==> src/rtl/fgtp_pkg.sv <==
package fgtp_pkg;

  localparam int DirEntryShift = 5;
  localparam int SecBytesW     = 16;
  localparam int RootNumW      = SecBytesW + DirEntryShift + 1;
  localparam int QuoW          = 32;
  localparam int DvsW          = 16;
  localparam int RootSteps     = RootNumW;
  localparam int ClusterSteps  = QuoW;
  // front stage + root cells + mid stage + cluster cells + output stage
  localparam int PipeDepth     = RootSteps + ClusterSteps + 3;

  localparam logic [31:0] Fat16MinClusters = 32'd4085;
  localparam logic [31:0] Fat32MinClusters = 32'd65525;

  localparam logic [2:0] STATUS_OK         = 3'd0;
  localparam logic [2:0] STATUS_ZERO_GEOM  = 3'd1;
  localparam logic [2:0] STATUS_ZERO_TOTAL = 3'd2;
  localparam logic [2:0] STATUS_ZERO_TABLE = 3'd3;
  localparam logic [2:0] STATUS_FAT12      = 3'd4;

  localparam logic [1:0] KIND_NONE  = 2'd0;
  localparam logic [1:0] KIND_FAT16 = 2'd1;
  localparam logic [1:0] KIND_FAT32 = 2'd2;

  typedef struct packed {
    logic [2:0]  status;
    logic [31:0] total;
    logic [15:0] rsv;
    logic [31:0] prod;
    logic [7:0]  spc;
    logic [31:0] root_sec;
  } fgtp_ctx_t;

  typedef struct packed {
    logic            valid;
    logic [DvsW-1:0] rem;
    logic [QuoW-1:0] acc;
    logic [DvsW-1:0] dvs;
    fgtp_ctx_t       ctx;
  } fgtp_lane_t;

endpackage

==> src/rtl/fgtp_back.sv <==
module fgtp_back (
  input  logic                 clk,
  input  logic                 rst_n,
  input  fgtp_pkg::fgtp_lane_t lane_i,
  output logic                 strobe,
  output logic [2:0]           status,
  output logic [1:0]           fat_kind,
  output logic [31:0]          sector_total,
  output logic [31:0]          root_sectors,
  output logic [31:0]          cluster_total
);
  import fgtp_pkg::*;

  logic        strobe_r;
  logic [2:0]  status_r,  status_nxt;
  logic [1:0]  kind_r,    kind_nxt;
  logic [31:0] total_r,   total_nxt;
  logic [31:0] root_r,    root_nxt;
  logic [31:0] clus_r,    clus_nxt;

  always_comb begin
    status_nxt = lane_i.ctx.status;
    kind_nxt   = KIND_NONE;
    total_nxt  = '0;
    root_nxt   = '0;
    clus_nxt   = '0;
    case (lane_i.ctx.status)
      STATUS_OK: begin
        total_nxt = lane_i.ctx.total;
        root_nxt  = lane_i.ctx.root_sec;
        clus_nxt  = lane_i.acc;
        if (lane_i.acc < Fat16MinClusters) begin
          status_nxt = STATUS_FAT12;
        end else if (lane_i.acc < Fat32MinClusters) begin
          kind_nxt = KIND_FAT16;
        end else begin
          kind_nxt = KIND_FAT32;
        end
      end
      STATUS_ZERO_TABLE: begin
        total_nxt = lane_i.ctx.total;
      end
      default: begin
        total_nxt = '0;
      end
    endcase
  end

  always_ff @(posedge clk) begin
    if (!rst_n) begin
      strobe_r <= 1'b0;
    end else begin
      strobe_r <= lane_i.valid;
    end
  end

  always_ff @(posedge clk) begin
    status_r <= status_nxt;
    kind_r   <= kind_nxt;
    total_r  <= total_nxt;
    root_r   <= root_nxt;
    clus_r   <= clus_nxt;
  end

  assign strobe        = strobe_r;
  assign status        = status_r;
  assign fat_kind      = kind_r;
  assign sector_total  = total_r;
  assign root_sectors  = root_r;
  assign cluster_total = clus_r;

endmodule

==> config.mk <==
export PLATFORM = sky130hd
export DESIGN_NAME = fgtp_back
export DESIGN_NICKNAME = d
export VERILOG_FILES = /design/src/rtl/fgtp_pkg.sv /design/src/rtl/fgtp_back.sv
export SDC_FILE = /design/constraint.sdc
export NUM_CORES = 1
export LEC_CHECK = 0
export CAP_MARGIN = 5
export CORE_AREA = 2 2 113 115
export CTS_BUF_LIST = sky130_fd_sc_hd__clkbuf_4 sky130_fd_sc_hd__clkbuf_8 sky130_fd_sc_hd__clkbuf_16
export DETAILED_ROUTE_END_ITERATION = 8
export DIE_AREA = 0 0 115 117
export DONT_BUFFER_PORTS = 1
export PLACE_DENSITY = 0.42
export SYNTH_ARGS = -nofsm -noshare
export SYNTH_HDL_FRONTEND = slang
export SYNTH_SLANG_ARGS = --single-unit
==> constraint.sdc <==
create_clock -name clk -period 1.6 [get_ports clk]
set_input_delay 0.24 -clock clk [delete_from_list [all_inputs] [get_ports clk]]
set_output_delay 0.24 -clock clk [all_outputs]
set_load 0.01 [all_outputs]
==> impl_metrics.tcl <==
set metrics [dict create \
    synth_nets 423 \
    fmax_mhz 1020 \
    hold_viol_final 0 \
    detail-route-antenna-nets 0 \
    cts-hold-fix-buffers 8 \
    max_slew_margin 0.700 \
    core_area_um2 12300 \
    slew_viol_final 0 \
    numCtsBuffers 9 \
    power.density_nw_per_um2 1440 \
    max_slew.worst_pin.slew_ns 0.449 \
    wl_per_cell_um 16.7 \
    synth_cells 233 \
    grt_max_degree 54 \
    cts.clk_slew.worst_paths_ns 0.07 \
    startpoint_type "register" \
    cts_resized 0 \
    numPortBuffers 0 \
    setup_viol 0 \
    ios 292 \
    layout-drive-gt1-share 0.117 \
    overflow 0 \
    use_met3 0.0592 \
    synthesis.area_um2 2910 \
    end_kind "primary output" \
    placed_cell_area_um2 3090 \
    routabilityCongestion 0.617 \
    track_usage 0.0951 \
    start_util 0.236 \
    cts_tree "done" \
    via_per_inst 3.96 \
    final_cell_area_um2 3550 \
    rsz0062_at_grt "no" \
    vias 1607 \
    fin_nets 442 \
    ys_seq_area_frac 0.702 \
    cts_root_buffer "clkbuf_16" \
    hp-class "input pin to register" \
    cp-endpoint "root_sectors[21]" \
    cap_violations 0 \
    startpoint "root_sectors[21]" \
    avgSynthCellArea_um2 12.5 \
    use_met2 0.140 \
    finalSetupTns_ns 0 \
    post_cts_buffers 0 \
    cts_num_sinks 102 \
    die_y_um 117 \
    final_common_cell "dfxtp_1" \
    ys_types 22 \
    p_leak_uw 0.00139 \
    crit_fanout 1 \
    yosysWarnings 0 \
    rows 41 \
    top_usage_layer "met2" \
    period_needed_ns 0.983 \
    cp.depth 0 \
    fp.dieW_um 115 \
    diodes 0 \
    whs_ns 0.0196 \
    finalPower_uw 5100 \
    ctsLongestPathBuffers 2 \
    first_pass_iters 6 \
    route.final.wire_length_mm 6.77 \
    final_cell_mix "102 x dfxtp_1, 95 x and2_1, 15 x dlygate4sd3_1" \
    fin_crit_sh 0.614 \
    cp_data_required_time_ns 1.36 \
    hp-start "lane_i[164]" \
    use_met1 0.108 \
    crit_arrival_ns 0.74 \
    antenna_found_initial 0 \
    ir_drop_v 0.000384 \
    die_area_um2 13500 \
    cts.htree.levels 3 \
    synth.ff_latch_count 102 \
    worstSetupPathType "register to primary output" \
    outcome "complete, no violations" \
    grt_pass1_wl_mm 9.21 \
    drtIter0Drc 63 \
    grt_pass1_vias 1548 \
    dp_hpwl_mm 5.13 \
    drc_errors 0 \
    area_growth_pct 22.0 \
]
[cells in the mapped netlist]
master,instances,area [um2]
or3_1,1,6.26
a41o_1,1,10.0
nor2_4,1,11.3
and2_1,95,594
nand2_1,1,3.75
or2_4,1,8.76
nor2_1,2,7.51
clkbuf_1,2,7.51
nor4_4,1,21.3
o21a_1,1,7.51
nand4_1,4,25.0
nor4_1,1,6.26
and2_2,1,7.51
a211o_1,1,8.76
inv_1,1,3.75
and4_2,1,10.0
buf_2,9,45.0
a21oi_2,1,8.76
dfxtp_1,102,2040
a2111oi_2,2,30.0
nor4_2,3,37.5
o21ai_1,1,5.00
[power by group]
group / internal [uW] / leakage [uW] / total, uW / switching [uW]
Combinational: 81.0 / 0.000409 / 138 / 56.8
Sequential: 2620 / 0.000833 / 2700 / 78.5
Clock: 1360 / 0.000152 / 2260 / 901
[layout make-up]
type / instances / area (um2)
Tap cell: 150 / 188
Inverter: 1 / 3.75
Multi-Input combinational cell: 119 / 810
Sequential cell: 102 / 2040
Clock buffer: 9 / 225
Timing Repair Buffer: 19 / 193
Fill cell: 1256 / 8760
Clock inverter: 6 / 86.3
[registers in the layout, indices dropped and copies added (netlist names)]
name           cells
cluster_total     32
fat_kind           2
root_sectors      32
sector_total      32
status             3
strobe             1
[kinds of logic after synthesis]
kind of cell / synth area share
DFF: 0.702
buffers and inverters: 0.0194
AOI/OAI and AO/OA: 0.0241
and+or+nand+nor: 0.254
[stage by stage]
step	util	std cells	worst slack, ns
2_1_floorplan	-	233	0.525
3_3_place_gp	0.251	376	0.318
5_1_grt	0.288	406	0.578
3_5_place_dp	0.251	376	0.279
6_report	0.288	406	0.617
4_1_cts	0.282	399	0.589
[worst min path at each step]
stage	endpoint	slack [ns]	cells after the start
detailed placement	status[1]	0.27	0
global placement	status[1]	0.27	0
global route	sector_total[11]	0.00005	1
finish	cluster_total[25]	0.02	1
floorplan	status[0]	0.33	1
CTS	root_sectors[24]	0.0002	1
[metal layers]
layer,vias up,routed length (um),share of wire
met4,0,70,0.010
met5,-,0,0
li1,766,-,-
met2,114,3090,0.46
met3,4,861,0.13
met1,723,2750,0.41
Power figures use the tool's default switching activity.
