--- config.mk ---
export PLATFORM = sky130hd
export DESIGN_NAME = fgtp_mid
export DESIGN_NICKNAME = d
export VERILOG_FILES = /design/src/rtl/fgtp_pkg.sv /design/src/rtl/fgtp_mid.sv
export SDC_FILE = /design/constraint.sdc
export NUM_CORES = 1
export LEC_CHECK = 0
export ABC_AREA = 1
export BUFFER_PORTS_ARGS = -buffer_cell sky130_fd_sc_hd__buf_2
export CORE_AREA = 3 3 144 146
export CTS_CLUSTER_DIAMETER = 60
export CTS_CLUSTER_SIZE = 28
export DETAILED_ROUTE_END_ITERATION = 16
export DIE_AREA = 0 0 147 149
export PLACE_DENSITY = 0.81
export SYNTH_ARGS = -nofsm -noshare
export SYNTH_HDL_FRONTEND = slang
export SYNTH_SLANG_ARGS = --single-unit
--- constraint.sdc ---
create_clock -name clk -period 2.6 [get_ports clk]
set_input_delay 0.13 -clock clk [delete_from_list [all_inputs] [get_ports clk]]
set_output_delay 0.13 -clock clk [all_outputs]
set_load 0.1 [all_outputs]
--- src/rtl/fgtp_pkg.sv ---
package fgtp_pkg;

  localparam int DirEntryShift = 5;
  localparam int SecBytesW     = 16;
  localparam int RootNumW      = SecBytesW + DirEntryShift + 1;
  localparam int QuoW          = 32;
  localparam int DvsW          = 16;
  localparam int RootSteps     = RootNumW;
  localparam int ClusterSteps  = QuoW;
  // front stage + root cells + mid stage + cluster cells + output stage
  localparam int PipeDepth     = RootSteps + ClusterSteps + 3;

  localparam logic [31:0] Fat16MinClusters = 32'd4085;
  localparam logic [31:0] Fat32MinClusters = 32'd65525;

  localparam logic [2:0] STATUS_OK         = 3'd0;
  localparam logic [2:0] STATUS_ZERO_GEOM  = 3'd1;
  localparam logic [2:0] STATUS_ZERO_TOTAL = 3'd2;
  localparam logic [2:0] STATUS_ZERO_TABLE = 3'd3;
  localparam logic [2:0] STATUS_FAT12      = 3'd4;

  localparam logic [1:0] KIND_NONE  = 2'd0;
  localparam logic [1:0] KIND_FAT16 = 2'd1;
  localparam logic [1:0] KIND_FAT32 = 2'd2;

  typedef struct packed {
    logic [2:0]  status;
    logic [31:0] total;
    logic [15:0] rsv;
    logic [31:0] prod;
    logic [7:0]  spc;
    logic [31:0] root_sec;
  } fgtp_ctx_t;

  typedef struct packed {
    logic            valid;
    logic [DvsW-1:0] rem;
    logic [QuoW-1:0] acc;
    logic [DvsW-1:0] dvs;
    fgtp_ctx_t       ctx;
  } fgtp_lane_t;

endpackage

--- src/rtl/fgtp_mid.sv ---
module fgtp_mid (
  input  logic                 clk,
  input  logic                 rst_n,
  input  fgtp_pkg::fgtp_lane_t lane_i,
  output fgtp_pkg::fgtp_lane_t lane_o
);
  import fgtp_pkg::*;

  logic [31:0] used;
  logic [31:0] data_secs;
  fgtp_lane_t  lane_nxt;
  fgtp_lane_t  data_r;
  logic        valid_r;

  // quotient of the root chain is the root directory size; launch cluster division
  always_comb begin
    used      = {16'd0, lane_i.ctx.rsv} + lane_i.ctx.prod + lane_i.acc;
    data_secs = lane_i.ctx.total - used;

    lane_nxt              = lane_i;
    lane_nxt.ctx.root_sec = lane_i.acc;
    lane_nxt.rem          = '0;
    lane_nxt.acc          = data_secs;
    lane_nxt.dvs          = {{(DvsW-8){1'b0}}, lane_i.ctx.spc};
  end

  always_ff @(posedge clk) begin
    if (!rst_n) begin
      valid_r <= 1'b0;
    end else begin
      valid_r <= lane_i.valid;
    end
  end

  always_ff @(posedge clk) begin
    data_r <= lane_nxt;
  end

  always_comb begin
    lane_o       = data_r;
    lane_o.valid = valid_r;
  end

endmodule

==> results of run 1 <==
==> metrics by stage <==
stage | std cells | setup TNS (ps) | hold WS, ps | util (%)
3_5_place_dp | 1480 | -1970 | 234 | 47.8
5_1_grt | 1636 | -57.0 | 320 | 58.4
3_3_place_gp | 1480 | -1430 | 232 | 47.8
2_1_floorplan | 934 | 0 | 158 | -
6_report | 1636 | 0 | 329 | 58.4
4_1_cts | 1636 | 0 | 319 | 57.5
==> critical path: stages <==
cell and delay [ps]:
dlygate4sd3_1 520, buf_2 110, inv_1 70, fa_1 550, fa_1 170, inv_1 70, fa_2 350, nand3_1 110
nand3_2 80, nand2_1 90, nand2_2 80, buf_4 140, nand3_1 110, nand3_1 100, nand2_1 60, nand2_1 60
==> worst max path at each step <==
stage | from | end | slack, ps | cells past startpoint
6_report | lane_i[89] | lane_o[163] | 110 | 16
5_1_grt | lane_i[163] | lane_o[169] | -40 | 14
4_1_cts | lane_i[157] | lane_o[167] | 2 | 14
3_5_place_dp | lane_i[51] | lane_o[160] | -150 | 17
3_3_place_gp | lane_i[53] | lane_o[169] | -110 | 17
2_1_floorplan | lane_i[50] | lane_o[169] | 150 | 16
==> cells in the mapped netlist <==
library cell | instances | share of area (%)
dfxtp_1 | 156 | 41
conb_1 | 1 | 0.050
xor2_1 | 15 | 1.7
xnor2_1 | 2 | 0.23
o21bai_1 | 2 | 0.20
buf_4 | 33 | 3.3
nor3_2 | 4 | 0.53
nand2_1 | 221 | 11
a21oi_2 | 2 | 0.23
nor2_2 | 3 | 0.25
and2_1 | 1 | 0.083
buf_6 | 1 | 0.15
inv_1 | 271 | 13
fa_1 | 47 | 12
ha_1 | 47 | 7.8
or2_2 | 1 | 0.083
nand3_1 | 22 | 1.5
nand2_2 | 18 | 1.5
nor2_1 | 35 | 1.7
nand4_1 | 4 | 0.33
nand3_2 | 4 | 0.53
a21oi_1 | 19 | 1.3
inv_2 | 1 | 0.050
a21o_1 | 1 | 0.10
==> layer usage <==
layer,up-vias,routed length [microns]
met3,21,1400
met1,3099,8290
met2,230,11000
li1,3444,-
met4,0,382
met5,-,0
==> repair_timing <==
| action | CTS | global route |
|---|---|---|
| endpoints found under the hold margin | 124 | 0 |
| resized for setup | 0 | 39 |
| endpoints found under the setup margin | 0 | 13 |
| hold buffers | 125 | 0 |
| setup buffers | 0 | 0 |
==> flip-flops by register name, summed over array words and instances (netlist names) <==
| register | flops |
|---|---|
| lane_o | 155 |
| valid_r | 1 |
==> final cells by class <==
class / instances / area, sq um
Sequential cell: 156 / 3120
Multi-Input combinational cell: 472 / 3400
Tap cell: 265 / 332
Fill cell: 1662 / 8120
Clock buffer: 17 / 425
Clock inverter: 14 / 209
Timing Repair Buffer: 440 / 2890
Inverter: 272 / 1020
==> report_power, final <==
group | total [uW] | switching (uW) | internal (uW)
logic | 6210 | 4710 | 1500
registers | 2850 | 88.7 | 2760
clock network | 2710 | 1080 | 1630
==> cells by family (layout without fill, tap and decap cells) <==
group | Yosys count | in the layout | synth area share (%)
AND/OR/NAND/NOR | 313 | 313 | 17.5
buffers and inverters | 306 | 743 | 17.0
flip-flops | 156 | 156 | 41.4
adder cells (fa/ha/maj) | 94 | 94 | 20.3
AO/OA/AOI/OAI | 24 | 24 | 1.79
XOR/XNOR | 17 | 17 | 1.97
other | 1 | 24 | 0.0497
==> flow_summary.json, run 1 <==
{
  "grtUsageMet3_pct": 4.89,
  "period_share_pct": 95.9,
  "cts.sinks": 156,
  "die_w_microns": 147,
  "relSlewSlack_pct": 64.9,
  "ant_nets": 0,
  "ir_worst_vdd_uv": 501,
  "grt_pass1_vias": 7213,
  "fin_area_sq_um": 11400,
  "dpl_cell_area_sq_um": 9340,
  "viasPerCell": 4.15,
  "period_needed_ps": 2490,
  "start_kind": "input pin",
  "busiest_layer": "met2",
  "nNetsFinal": 1643,
  "hold_end": "lane_o[124]",
  "gp_congestion": 0.897,
  "syn_to_final_growth_pct": 51.2,
  "grt_use_met1_pct": 21.2,
  "grt_pass1_wl_mm": 33.9,
  "final_cell_mix": "289 x buf_2, 271 x inv_1, 214 x nand2_1, 156 x dfxtp_1, 125 x dlygate4sd3_1",
  "drt-initial-drc-count": 170,
  "synth_cells": 911,
  "outcome": "finished clean",
  "wirelength_mm": 21.1,
  "crit_fanout": 3,
  "drv_slew": 0,
  "power_density_nw_per_um2": 1030,
  "final_common_cell": "buf_2",
  "post-place-ws_ps": -150,
  "cts_max_path_buffers": 2,
  "p_leak_uw": 0.00653,
  "antenna_cells": 0,
  "yosys_register_bits": 156,
  "grt_usage_pct": 19.3,
  "fin_ws_ps": 107,
  "htreeDepth": 4,
  "start_util_pct": 38.6,
  "grt_start_max_net_pins": 17,
  "arrival_ps": 2800,
  "dieArea_sq_um": 21900,
  "overflow": 0,
  "dpl.hpwl_mm": 15.4,
  "path_class": "in -> reg",
  "cts_tree": "yes",
  "avgSynthCellArea_sq_um": 8.28,
  "vias": 6794,
  "holdPathStages": 2,
  "io_pins": 378,
  "worstHoldStart": "lane_i[33]",
  "cts_buffers": 17,
  "yosysWarningCount": 0,
  "endpoint_kind": "register",
  "std_cell_rows": 51,
  "total_power_uw": 11800,
  "route.detailed.drc": 0,
  "hold_viol": 0,
  "max_cap_viol_count": 0,
  "hp-class": "in -> reg",
  "antenna_found_initial": 0,
  "root_buffer": "clkbuf_16",
  "synth_area_sq_um": 7540,
  "path_clk_slew_ps": 70,
  "yosysUniqueCellTypes": 24,
  "first_pass_iters": 4,
  "setup_viol": 0,
  "cp.required_ps": 2910,
  "io_buffers": 289,
  "worst_pin_slew_ps": 530,
  "grt_util_met2_pct": 36.7,
  "routedWlPerCell_microns": 12.9,
  "ys_seq_area_share_pct": 41.4,
  "clock.fmax_mhz": 401,
  "coreArea_sq_um": 19500,
  "drive_gt1_share_pct": 29.8,
  "die_h_microns": 149
}
Note: power is estimated with default switching activity, not from simulation.
==> run 2, diff against run 1 <==
- RECOVER_POWER: not set -> 50
==> run 2 against run 1 <==
Core utilization shrank 0.72 points. Final area is 1.2% lower. Setup slack worse by 2.5 ps. Via count rose by 0.18%. Final cell count unchanged. Highest routed layer unchanged. Critical endpoint unchanged. Wire length barely moved. Critical path depth unchanged. Maximum frequency barely moved. Non-clock buffer count unchanged. Sequential cell count stayed put. Total power decreased by 0.24%. Sequential power hardly changed.
==> flow_summary.json, run 2 (synthesized netlist as in run 1, its figures left out) <==
{
  "hold_slack_ps": 329,
  "cp.required_ps": 2910,
  "route.detailed.drc": 0,
  "root_buffer": "clkbuf_16",
  "fin_area_sq_um": 11300,
  "stdcell_count": 1636,
  "largest_register_ffs": 155,
  "worst_pin_slew_ps": 1200,
  "start_util_pct": 38.6,
  "std_cell_rows": 51,
  "relSlewSlack_pct": 20.2,
  "htreeDepth": 4,
  "final_common_cell": "inv_1",
  "power_density_nw_per_um2": 1040,
  "drt-initial-drc-count": 165,
  "period_share_pct": 96.0,
  "holdPathStages": 2,
  "grt_start_max_net_pins": 17,
  "arrival_ps": 2810,
  "viasPerCell": 4.16,
  "n_fill_cell": 1741,
  "max_cap_viol_count": 0,
  "wirelength_mm": 21.1,
  "endpoint_kind": "register",
  "setup_viol": 0,
  "dp_cells": 1480,
  "clock.fmax_mhz": 401,
  "worstHoldStart": "lane_i[33]",
  "coreArea_sq_um": 19500,
  "cts_buffers": 17,
  "nNetsFinal": 1643,
  "drive_gt1_share_pct": 21.6,
  "dpl.hpwl_mm": 15.4,
  "start_kind": "input pin",
  "total_power_uw": 11700,
  "period_needed_ps": 2500,
  "io_buffers": 289,
  "grt_usage_pct": 19.3,
  "gp_congestion": 0.897,
  "ir_worst_vdd_uv": 501,
  "outcome": "finished clean",
  "cts.sinks": 156,
  "routedWlPerCell_microns": 12.9,
  "path_class": "in -> reg",
  "final_cell_mix": "271 x inv_1, 214 x nand2_1, 173 x buf_2, 156 x dfxtp_1, 125 x dlygate4sd3_1",
  "post-place-ws_ps": -150,
  "fin_ws_ps": 104,
  "grt_pass1_vias": 7213,
  "grt_pass1_wl_mm": 33.9,
  "first_pass_iters": 4,
  "io_pins": 378,
  "drv_slew": 0,
  "antenna_found_initial": 0,
  "path_clk_slew_ps": 70,
  "overflow": 0,
  "dpl_cell_area_sq_um": 9340,
  "syn_to_final_growth_pct": 49.4,
  "die_h_microns": 149,
  "vias": 6806,
  "crit_fanout": 3,
  "antenna_cells": 0,
  "cts_tree": "yes",
  "die_w_microns": 147,
  "ant_nets": 0,
  "cts_max_path_buffers": 2,
  "hold_viol": 0,
  "hold_end": "lane_o[124]",
  "dieArea_sq_um": 21900,
  "hp-class": "in -> reg",
  "p_leak_uw": 0.00622,
  "cts_setup_buffers": 0
}
## run 2: changes by cell type in the layout (fill, tap and decap cells not counted)
cell,delta
buf_2,-116
buf_4,-1
clkbuf_1,+113
clkbuf_2,+3
clkbuf_4,+1
## run 2: worst max path at each step
stage / from / endpoint / slack (ps) / cells past startpoint
2_1_floorplan: lane_i[50] / lane_o[169] / 150 / 16
3_3_place_gp: lane_i[53] / lane_o[169] / -110 / 17
3_5_place_dp: lane_i[51] / lane_o[160] / -150 / 17
4_1_cts: lane_i[157] / lane_o[167] / 2 / 14
5_1_grt: lane_i[64] / lane_o[169] / -20 / 14
6_report: lane_i[89] / lane_o[163] / 100 / 16
## run 2: power by group
group	leakage (uW)	switching [uW]	total (uW)	internal (uW)
Clock	0.000301	1080	2710	1630
Combinational	0.00461	4710	6180	1470
Sequential	0.00132	89.8	2850	2760
Total	0.00622	5880	11700	5860
## run 2: cell type report
type / instances / area, sq um / area share, %
flip-flops and latches: 156 / 3120 / 27.7
repair buffers: 440 / 2750 / 24.4
multi-input cells: 472 / 3400 / 30.2
well taps: 265 / 332 / 2.94
clock inverters: 14 / 209 / 1.86
clock buffers: 17 / 425 / 3.78
inverters: 272 / 1020 / 9.07
## run 2: metal layers
| layer | part of all wire [%] | wire length (microns) | global-route usage, % |
|---|---|---|---|
| met1 | 39 | 8300 | 21.2 |
| met2 | 52 | 11000 | 36.7 |
| met3 | 6.7 | 1410 | 4.89 |
| met4 | 1.8 | 382 | 5.82 |
| met5 | 0 | 0 | 0 |
## run 2: repair_timing
action	4_1_cts	5_1_grt
setup endpoints to repair	0	13
hold endpoints to repair	124	0
gates resized for setup	0	39
hold buffers	125	0
## run 2: worst max-delay path, stage by stage
cell and delay, ps:
dlygate4sd3_1 520, buf_2 110, inv_1 70, fa_1 550, fa_1 170, inv_1 70
fa_2 350, nand3_1 110, nand3_2 80, nand2_1 90, nand2_2 80, buf_4 140
nand3_1 110, nand3_1 100, nand2_1 70, nand2_1 60
## run 2: metrics by stage
stage               util (%)  TNS [ps]
floorplan                  -         0
global route            57.7     -37.3
detailed placement      47.8     -1970
global placement        47.8     -1430
CTS                     57.5         0
finish                  57.7         0
