<file path="src/rtl/fgtp_pkg.sv">
package fgtp_pkg;

  localparam int DirEntryShift = 5;
  localparam int SecBytesW     = 16;
  localparam int RootNumW      = SecBytesW + DirEntryShift + 1;
  localparam int QuoW          = 32;
  localparam int DvsW          = 16;
  localparam int RootSteps     = RootNumW;
  localparam int ClusterSteps  = QuoW;
  // front stage + root cells + mid stage + cluster cells + output stage
  localparam int PipeDepth     = RootSteps + ClusterSteps + 3;

  localparam logic [31:0] Fat16MinClusters = 32'd4085;
  localparam logic [31:0] Fat32MinClusters = 32'd65525;

  localparam logic [2:0] STATUS_OK         = 3'd0;
  localparam logic [2:0] STATUS_ZERO_GEOM  = 3'd1;
  localparam logic [2:0] STATUS_ZERO_TOTAL = 3'd2;
  localparam logic [2:0] STATUS_ZERO_TABLE = 3'd3;
  localparam logic [2:0] STATUS_FAT12      = 3'd4;

  localparam logic [1:0] KIND_NONE  = 2'd0;
  localparam logic [1:0] KIND_FAT16 = 2'd1;
  localparam logic [1:0] KIND_FAT32 = 2'd2;

  typedef struct packed {
    logic [2:0]  status;
    logic [31:0] total;
    logic [15:0] rsv;
    logic [31:0] prod;
    logic [7:0]  spc;
    logic [31:0] root_sec;
  } fgtp_ctx_t;

  typedef struct packed {
    logic            valid;
    logic [DvsW-1:0] rem;
    logic [QuoW-1:0] acc;
    logic [DvsW-1:0] dvs;
    fgtp_ctx_t       ctx;
  } fgtp_lane_t;

endpackage

</file>
<file path="src/rtl/fgtp_div_cell.sv">
module fgtp_div_cell (
  input  logic                clk,
  input  logic                rst_n,
  input  fgtp_pkg::fgtp_lane_t lane_i,
  output fgtp_pkg::fgtp_lane_t lane_o
);
  import fgtp_pkg::*;

  logic [DvsW:0] trial;
  logic [DvsW:0] diff;
  logic          fits;
  fgtp_lane_t    lane_nxt;
  fgtp_lane_t    data_r;
  logic          valid_r;

  // one restoring step: bring in the next dividend bit, subtract when it fits
  always_comb begin
    trial    = {lane_i.rem, lane_i.acc[QuoW-1]};
    diff     = trial - {1'b0, lane_i.dvs};
    fits     = (trial >= {1'b0, lane_i.dvs});
    lane_nxt = lane_i;
    lane_nxt.rem = fits ? diff[DvsW-1:0] : trial[DvsW-1:0];
    lane_nxt.acc = {lane_i.acc[QuoW-2:0], fits};
  end

  always_ff @(posedge clk) begin
    if (!rst_n) begin
      valid_r <= 1'b0;
    end else begin
      valid_r <= lane_i.valid;
    end
  end

  always_ff @(posedge clk) begin
    data_r <= lane_nxt;
  end

  always_comb begin
    lane_o       = data_r;
    lane_o.valid = valid_r;
  end

endmodule

</file>
<file path="config.mk">
export PLATFORM = sky130hd
export DESIGN_NAME = fgtp_div_cell
export DESIGN_NICKNAME = d
export VERILOG_FILES = /design/src/rtl/fgtp_pkg.sv /design/src/rtl/fgtp_div_cell.sv
export SDC_FILE = /design/constraint.sdc
export NUM_CORES = 1
export LEC_CHECK = 0
export BUFFER_PORTS_ARGS = -buffer_cell sky130_fd_sc_hd__buf_2
export CAP_MARGIN = 30
export CORE_AREA = 2 2 146 148
export DETAILED_ROUTE_END_ITERATION = 6
export DIE_AREA = 0 0 148 150
export PLACE_DENSITY = 0.51
export SKIP_LAST_GASP = 1
export SLEW_MARGIN = 25
export SYNTH_ARGS = -nofsm -noshare
export SYNTH_HDL_FRONTEND = slang
export SYNTH_SLANG_ARGS = --single-unit
</file>
<file path="constraint.sdc">
create_clock -name clk -period 2.9 [get_ports clk]
set_input_delay 0.435 -clock clk [delete_from_list [all_inputs] [get_ports clk]]
set_output_delay 0.435 -clock clk [all_outputs]
set_load 0.005 [all_outputs]
</file>
==> reports/results.ini, run 1 <==
[synthesis]
ys_seq_area_share_pct = 75.8
synth_seq_cells = 188
yosysUniqueCellTypes = 46
synthesis.area_sq_mm = 0.00496
yosysTopAreaCell = dfxtp_1
synth_nets = 552
synthFlopType = dfxtp_1
syn_inst = 345
avgSynthCellArea_sq_um = 14.4
ys_async_sr_fraction_pct = 0
ys_top_cells_by_area = dfxtp_1, ha_1, mux2_2
yosys_warnings = 0
synth_top_area_share_pct = 75.8
synth-edff-count = 0

[pwr]
leakage_uw = 0.00397
irDropWorstVdd_mv = 0.334
p_per_area_mw_per_mm2 = 744
total_power_uw = 5820

[setup_path]
critPathTopFamily = compound AO/OA/AOI/OAI gates
startpoint_type = input port
slowest_stage = a31oi_1
crit_arrival_ns = 2.47
worst-path-buf-inv = 3
worstPathRequired_ns = 3.22
critPathMaxFanout = 8
cp-end-kind = register
cp_slowest_stage_delay_ns = 0.36
crit_chain = buf_2, inv_1, ha_1, nand3_1, o21bai_1, a31oi_1, o21bai_2, a21oi_4, buf_4, mux2_2
path_class = input port to register

[finish]
area_growth_pct = 57.6
num-nets-final = 950
layout_commonest_cell = buf_2
layout.cells.non_filler = 1031
utilization_pct = 37.8
drive_above_1_share_pct = 57.9
final_cell_mix = buf_2, dfxtp_1, inv_1
antenna_cells = 0

[flow_run]
maxCapViolCount = 0

[routing]
dr.pass1.iters = 4
wl_microns = 16700
drc = 0
initialDrtViolationCount = 111
postRouteAntennaNets = 0
avgViaCountPerCell = 3.86
vias = 3979
wire_per_inst_microns = 16.2

[timing]
slew_headroom_pct = 69.3
rsz0062_at_grt = false
min_period_ns = 2.15
hold_ws_ns = 0.0939
tightest_slew_ns = 0.459
fin_setup_tns_ns = 0
final.period_utilization_pct = 74.3
max_freq_mhz = 464
slew_violations = 0
hold_violations = 0
setup_viol = 0

[floorplanning]
core_area_sq_mm = 0.0207
io_pins = 378
die_x_microns = 148
start_util_pct = 24.0
dieArea_sq_mm = 0.0222
die_h_microns = 150
fp-row-count = 53

[clock_tree]
htree_levels = 4
cts.sinks = 188
clk_pin_slew_ns = 0.08
cts-root-buf = clkbuf_16
clk_path_buf_depth = 2
cts_setup_buffers = 0
cts_resized = 0
cts_tree = yes
cts_buffers = 17
cts-hold-fix-buffers = 0

[grt]
grt_pass1_vias = 4022
antenna_found_initial = 2
grt_overflow_total = 0
grt_pass1_wl_microns = 23500
grt_max_degree = 22
track_usage_pct = 14.3

[hold_path]
hp-class = input port to register

[place]
post-dp-hpwl_microns = 13800
place_inst = 999
gp_congestion = 0.729
port-buffer-count = 377

[run_status]
outcome = completed

==> per-stage QoR <==
stage / area (sq um) / setup slack (ns)
detailed placement: 7210 / 0.285
CTS: 7820 / 0.751
floorplan: 4960 / 0.509
finish: 7820 / 0.746
global route: 7820 / 0.565
global placement: 7210 / 0.342
==> path summary, 6_finish.rpt <==
path | cells after the start | startpoint | slack (ns) | endpoint
worst min-delay path | 1 | lane_i[140] | 0.09 | lane_o[141]
worst max-delay path | 10 | lane_i[126] | 0.75 | lane_o[177]
==> state kept, by name (all words and copies together) (netlist names) <==
name / flops
valid_r: 1
lane_o: 187
==> cell type report <==
cell class	instances	area [sq um]
Fill cell	2089	12900
Multi-Input combinational cell	132	1080
Timing Repair Buffer	385	1950
Tap cell	275	344
Clock buffer	17	425
Sequential cell	188	3760
Inverter	19	71.3
Clock inverter	15	189
==> Yosys cell counts (all sizes together) (3+ instances only) <==
| library cell | count |
|---|---|
| dfxtp | 188 |
| inv | 19 |
| ha | 16 |
| mux2 | 14 |
| nor2 | 13 |
| a21oi | 8 |
| nand2 | 8 |
| nand3 | 7 |
| xnor2 | 7 |
| buf | 6 |
| a21o | 5 |
| mux2i | 4 |
| o21a | 4 |
| o21ai | 4 |
| nor2b | 3 |
| o21bai | 3 |
==> power breakdown <==
group,switching (uW),total [uW],leakage [uW],internal [uW]
sequential,40.9,2800,0.00159,2760
combinational,308,665,0.00209,358
clock,1180,2360,0.000293,1180
==> logic make-up after synthesis <==
group / after synthesis / synth area share, %
compound gates: 44 / 6.88
xor+xnor: 8 / 1.41
fa+ha+maj: 17 / 4.44
buf+inv: 25 / 2.39
flops: 188 / 75.8
mux: 18 / 4.44
simple gates: 45 / 4.64
==> layer usage <==
layer	routed length [microns]	up-vias	track usage (%)
li1	-	1960	-
met1	6660	1793	16.7
met2	8210	202	23.8
met3	1650	20	6.25
met4	174	4	3.81
met5	16	-	0
Power figures use the tool's default switching activity.
==> run 2: changes to the inputs <==
--- a/config.mk
+++ b/config.mk
@@ -10,7 +10,7 @@
 export CORE_AREA = 2 2 146 148
 export DETAILED_ROUTE_END_ITERATION = 6
 export DIE_AREA = 0 0 148 150
-export PLACE_DENSITY = 0.51
+export PLACE_DENSITY = 0.53
 export SKIP_LAST_GASP = 1
 export SLEW_MARGIN = 25
 export SYNTH_ARGS = -nofsm -noshare
==> constraint.sdc (replaced) <==
create_clock -name clk -period 1.9 [get_ports clk]
set_input_delay 0.285 -clock clk [delete_from_list [all_inputs] [get_ports clk]]
set_output_delay 0.285 -clock clk [all_outputs]
set_load 0.005 [all_outputs]
==> run 2 against run 1 <==
Flip-flop and latch count unchanged. Power grew 58%. Combinational power rose by 120%. Setup slack worse by 0.69 ns. Core utilization grew 9.9 points. Cell count up 20%. Clock power up 46%.
==> reports/results.ini, run 2 (same netlist as run 1, synthesis figures left out) <==
[run_status]
outcome = completed

[routing]
avgViaCountPerCell = 3.86  ; +0.11%
vias = 4783  ; +20%
wire_per_inst_microns = 15.6  ; -3.7%
drc = 0  ; unchanged
wl_microns = 19300  ; +16%
postRouteAntennaNets = 0  ; unchanged
initialDrtViolationCount = 132  ; +19%
dr.pass1.iters = 4  ; unchanged

[place]
port-buffer-count = 377  ; unchanged
gp_congestion = 0.784  ; +7.5%
place_area_sq_mm = 0.00758  ; +5.2%
post-dp-hpwl_microns = 13800  ; +0.41%
place_ws_ns = -0.433  ; -0.717 ns

[timing]
final.period_utilization_pct = 96.8
tightest_slew_ns = 0.366  ; -0.0929 ns
max_freq_mhz = 543
hold_ws_ns = 0.0549  ; -0.0390 ns
setup_viol = 0  ; unchanged
hold_violations = 0  ; unchanged
slew_violations = 0  ; unchanged
slew_headroom_pct = 75.0  ; +5.7 points
rsz0062_at_grt = true
min_period_ns = 1.84
setup_ws_ns = 0.0600  ; -0.686 ns

[finish]
layout_commonest_cell = buf_2
num-nets-final = 1157  ; +22%
fill_cells = 1907  ; -8.7%
largest_register_ffs = 187  ; unchanged
stdcell_area_sq_mm = 0.00986  ; +26%
area_growth_pct = 98.6
final_cell_mix = buf_2, dfxtp_1, dlygate4sd3_1
utilization_pct = 47.7  ; +9.9 points
drive_above_1_share_pct = 50.8  ; -7.2 points
antenna_cells = 0  ; unchanged

[pwr]
irDropWorstVdd_mv = 0.564  ; +69%
total_power_uw = 9170  ; +58%
p_per_area_mw_per_mm2 = 930  ; +25%
leakage_uw = 0.00486  ; +22%

[setup_path]
crit_arrival_ns = 2.15  ; -0.32 ns
cp-end-kind = register
startpoint_type = input port
worstPathRequired_ns = 2.21  ; -1.01 ns
path_class = input port to register
critPathMaxFanout = 7  ; -1

[floorplanning]
io_pins = 378  ; unchanged
die_h_microns = 150  ; unchanged
fp-row-count = 53  ; unchanged
start_util_pct = 24.0  ; unchanged
die_x_microns = 148  ; unchanged
dieArea_sq_mm = 0.0222  ; unchanged
core_area_sq_mm = 0.0207  ; unchanged

[flow_run]
maxCapViolCount = 0  ; unchanged

[clock_tree]
cts-root-buf = clkbuf_16
cts_buffers = 17  ; unchanged
htree_levels = 4  ; unchanged
clk_pin_slew_ns = 0.07  ; about the same
clk_path_buf_depth = 2  ; unchanged
cts_tree = yes
cts.sinks = 188  ; unchanged

[grt]
grt_pass1_vias = 4877  ; +21%
grt_max_degree = 19  ; -14%
grt_overflow_total = 0  ; unchanged
track_usage_pct = 16.7  ; +2.4 points
antenna_found_initial = 0  ; -2
grt_pass1_wl_microns = 27600  ; +17%

[hold_path]
hp-class = input port to register

==> run 2: report_power, final <==
group          switching, uW  internal (uW)  total [uW]
Sequential              69.0           4210        4280
Clock                   1670           1770        3450
Combinational            574            877        1450
==> run 2: worst paths after layout <==
check | from | end | slack, ns | cells after the start
setup / recovery | lane_i[132] | lane_o[174] | 0.06 | 9
hold / removal | lane_i[132] | lane_o[132] | 0.05 | 1
==> run 2: layer usage <==
metal / up-vias / share of wire, % / global-route usage [%]
met5: - / 0 / 0
met4: 0 / 1.8 / 4.95
met3: 27 / 6.7 / 5.79
met2: 185 / 53 / 31.2
met1: 2199 / 38 / 17.7
li1: 2372 / - / -
==> run 2: final cells by class <==
type | count | area, sq um | share of cell area [%]
Clock buffer | 19 | 443 | 4.49
Clock inverter | 13 | 125 | 1.27
Inverter | 19 | 81.3 | 0.825
Multi-Input combinational cell | 132 | 1160 | 11.7
Sequential cell | 188 | 3760 | 38.2
Tap cell | 275 | 344 | 3.49
Timing Repair Buffer | 592 | 3950 | 40.0
==> run 2: stage by stage <==
step	std cells	setup TNS (ns)
2_1_floorplan	345	-2.38
3_3_place_gp	1037	-5.74
3_5_place_dp	1037	-6.39
4_1_cts	1236	0
5_1_grt	1238	-0.0217
6_report	1238	0
==> run 2: worst max-delay path, stage by stage <==
cell     delay (ns)
buf_2          0.14
inv_8          0.03
ha_4           0.26
nand4_1        0.13
o41a_1         0.45
and2_4         0.16
a21oi_4        0.19
buf_12         0.15
mux2_2         0.33
==> run 2: what timing repair did <==
action                                  CTS  global route
hold endpoints to repair                167             1
resized for setup                         0             5
endpoints found under the setup margin    0             8
hold buffers                            167             1
setup buffers                             0             1
==> run 3: changes to the inputs <==
--- a/config.mk
+++ b/config.mk
@@ -7,10 +7,12 @@
 export LEC_CHECK = 0
 export BUFFER_PORTS_ARGS = -buffer_cell sky130_fd_sc_hd__buf_2
 export CAP_MARGIN = 30
+export CELL_PAD_IN_SITES_DETAIL_PLACEMENT = 1
+export CELL_PAD_IN_SITES_GLOBAL_PLACEMENT = 1
 export CORE_AREA = 2 2 146 148
 export DETAILED_ROUTE_END_ITERATION = 6
 export DIE_AREA = 0 0 148 150
-export PLACE_DENSITY = 0.53
+export PLACE_DENSITY = 0.69
 export SKIP_LAST_GASP = 1
 export SLEW_MARGIN = 25
 export SYNTH_ARGS = -nofsm -noshare
==> run 3 against run 2 <==
Via count rose by 4.1%. Global-route usage rose by 3.8 points. Flip-flop and latch count did not move. Critical path type unchanged. Largest power group unchanged.
==> reports/results.ini, run 3 (same netlist as run 1, synthesis figures left out) <==
[setup_path]
worstPathRequired_ns = 2.21  ; about the same
crit_start = lane_i[132]
crit_arrival_ns = 2.18  ; +0.03 ns
startpoint_type = input port
cp-end-kind = register
critPathMaxFanout = 5  ; -2
path_class = input port to register

[flow_run]
maxCapViolCount = 0  ; unchanged

[clock_tree]
clk_pin_slew_ns = 0.08  ; about the same
cts-root-buf = clkbuf_16
clk_path_buf_depth = 2  ; unchanged
cts_tree = yes
cts.sinks = 188  ; unchanged
cts_buffers = 17  ; unchanged
htree_levels = 4  ; unchanged
cts_setup_buffers = 0  ; unchanged

[routing]
wirelength_met1_microns = 8940  ; +21%
dr.pass1.iters = 4  ; unchanged
met3_length_microns = 1540  ; +20%
routed.top_layer = met4
initialDrtViolationCount = 119  ; -9.8%
met2RoutedLength_microns = 12600  ; +22%
wire_per_inst_microns = 19.1  ; +23%
postRouteAntennaNets = 0  ; unchanged
wl_microns = 23800  ; +23%
drc = 0  ; unchanged
vias = 4981  ; +4.1%
avgViaCountPerCell = 4.01  ; +3.8%

[timing]
setup_viol = 0  ; unchanged
final.period_utilization_pct = 98.6  ; +1.7 points
rsz0062_at_grt = true
slew_headroom_pct = 74.9  ; -0.14 points
min_period_ns = 1.87  ; +0.0329 ns
hold_violations = 0  ; unchanged
setup_ws_ns = 0.0270  ; -0.0329 ns
tightest_slew_ns = 0.368  ; +0.00206 ns
max_freq_mhz = 534  ; -1.8%
slew_violations = 0  ; unchanged

[grt]
grt_pass1_wl_microns = 33700  ; +22%
grt_pass1_vias = 5588  ; +15%
grt_max_degree = 21  ; +2
antenna_found_initial = 3  ; +3
track_usage_pct = 20.5  ; +3.8 points
grt_overflow_total = 0  ; unchanged

[finish]
drive_above_1_share_pct = 50.8  ; +0.051 points
num-nets-final = 1158  ; +0.086%
largest_register_ffs = 187  ; unchanged
layout_commonest_cell = buf_2
area_growth_pct = 99.4
stdcell_area_sq_mm = 0.00990  ; +0.39%
final_cell_mix = buf_2, dfxtp_1, dlygate4sd3_1

[place]
place_ws_ns = -0.434  ; -0.00111 ns
port-buffer-count = 377  ; unchanged
gp_congestion = 0.756  ; -3.6%
place_area_sq_mm = 0.00759  ; about the same
post-dp-hpwl_microns = 16000  ; +16%

[pwr]
p_per_area_mw_per_mm2 = 950  ; +2.1%
irDropWorstVdd_mv = 0.550  ; -2.3%
leakage_uw = 0.00487  ; +0.27%
total_power_uw = 9400  ; +2.5%

[floorplanning]
io_pins = 378  ; unchanged
fp-row-count = 53  ; unchanged
start_util_pct = 24.0  ; unchanged
core_area_sq_mm = 0.0207  ; unchanged
die_h_microns = 150  ; unchanged
dieArea_sq_mm = 0.0222  ; unchanged
die_x_microns = 148  ; unchanged

[hold_path]
hold_end = lane_o[132]
hp-class = input port to register
min_path_cells = 1  ; unchanged
hold_start = lane_i[132]

[run_status]
outcome = completed

run 3: what timing repair did:
item	in CTS	in global routing
hold buffers	168	0
setup endpoints to repair	0	7
hold endpoints to repair	168	0
gates resized for setup	0	5
run 3: layer usage:
| layer | track usage, % | vias up |
|---|---|---|
| met1 | 22.0 | 2357 |
| met5 | 0 | - |
| met4 | 7.95 | 0 |
| met2 | 37.7 | 203 |
| met3 | 6.46 | 38 |
| li1 | - | 2383 |
run 3: layout make-up:
| cell class | count | area [sq um] |
|---|---|---|
| inverter | 19 | 81.3 |
| tap | 275 | 344 |
| timing repair buffer | 593 | 3940 |
| fill | 2344 | 10800 |
| clock inverter | 14 | 174 |
| sequential | 188 | 3760 |
| clock buffer | 18 | 429 |
| multi-input combinational | 132 | 1160 |
| antenna | 3 | 7.51 |
run 3: metrics by stage:
step	utilization (%)	instances	setup TNS (ns)	hold slack, ns
floorplan	-	345	-2.38	0.313
global placement	36.7	1039	-5.44	0.387
detailed placement	36.7	1039	-6.11	0.389
CTS	47.7	1239	0	0.0146
global route	47.8	1242	-0.0254	0.0191
finish	47.8	1242	0	0.0478
run 3: worst max-delay path, stage by stage:
cell	delay, ns
buf_2	0.15
inv_8	0.04
ha_4	0.26
nand4_1	0.16
o41a_1	0.48
and2_4	0.16
a21oi_4	0.15
buf_4	0.19
mux2_4	0.30
run 3: how the worst max path moves through the flow:
stage	endpoint	slack (ns)	cells past startpoint
4_1_cts	lane_o[185]	0.04	9
2_1_floorplan	lane_o[178]	-0.24	9
3_3_place_gp	lane_o[181]	-0.36	10
5_1_grt	lane_o[181]	-0.02	10
3_5_place_dp	lane_o[185]	-0.43	9
6_report	lane_o[185]	0.03	9
run 3: where the power goes:
| part | leakage, uW | total [uW] | switching, uW | internal, uW |
|---|---|---|---|---|
| Sequential | 0.00159 | 4280 | 77.8 | 4210 |
| Clock | 0.000288 | 3620 | 1830 | 1790 |
| Combinational | 0.00300 | 1490 | 622 | 873 |
| Total | 0.00487 | 9400 | 2530 | 6870 |
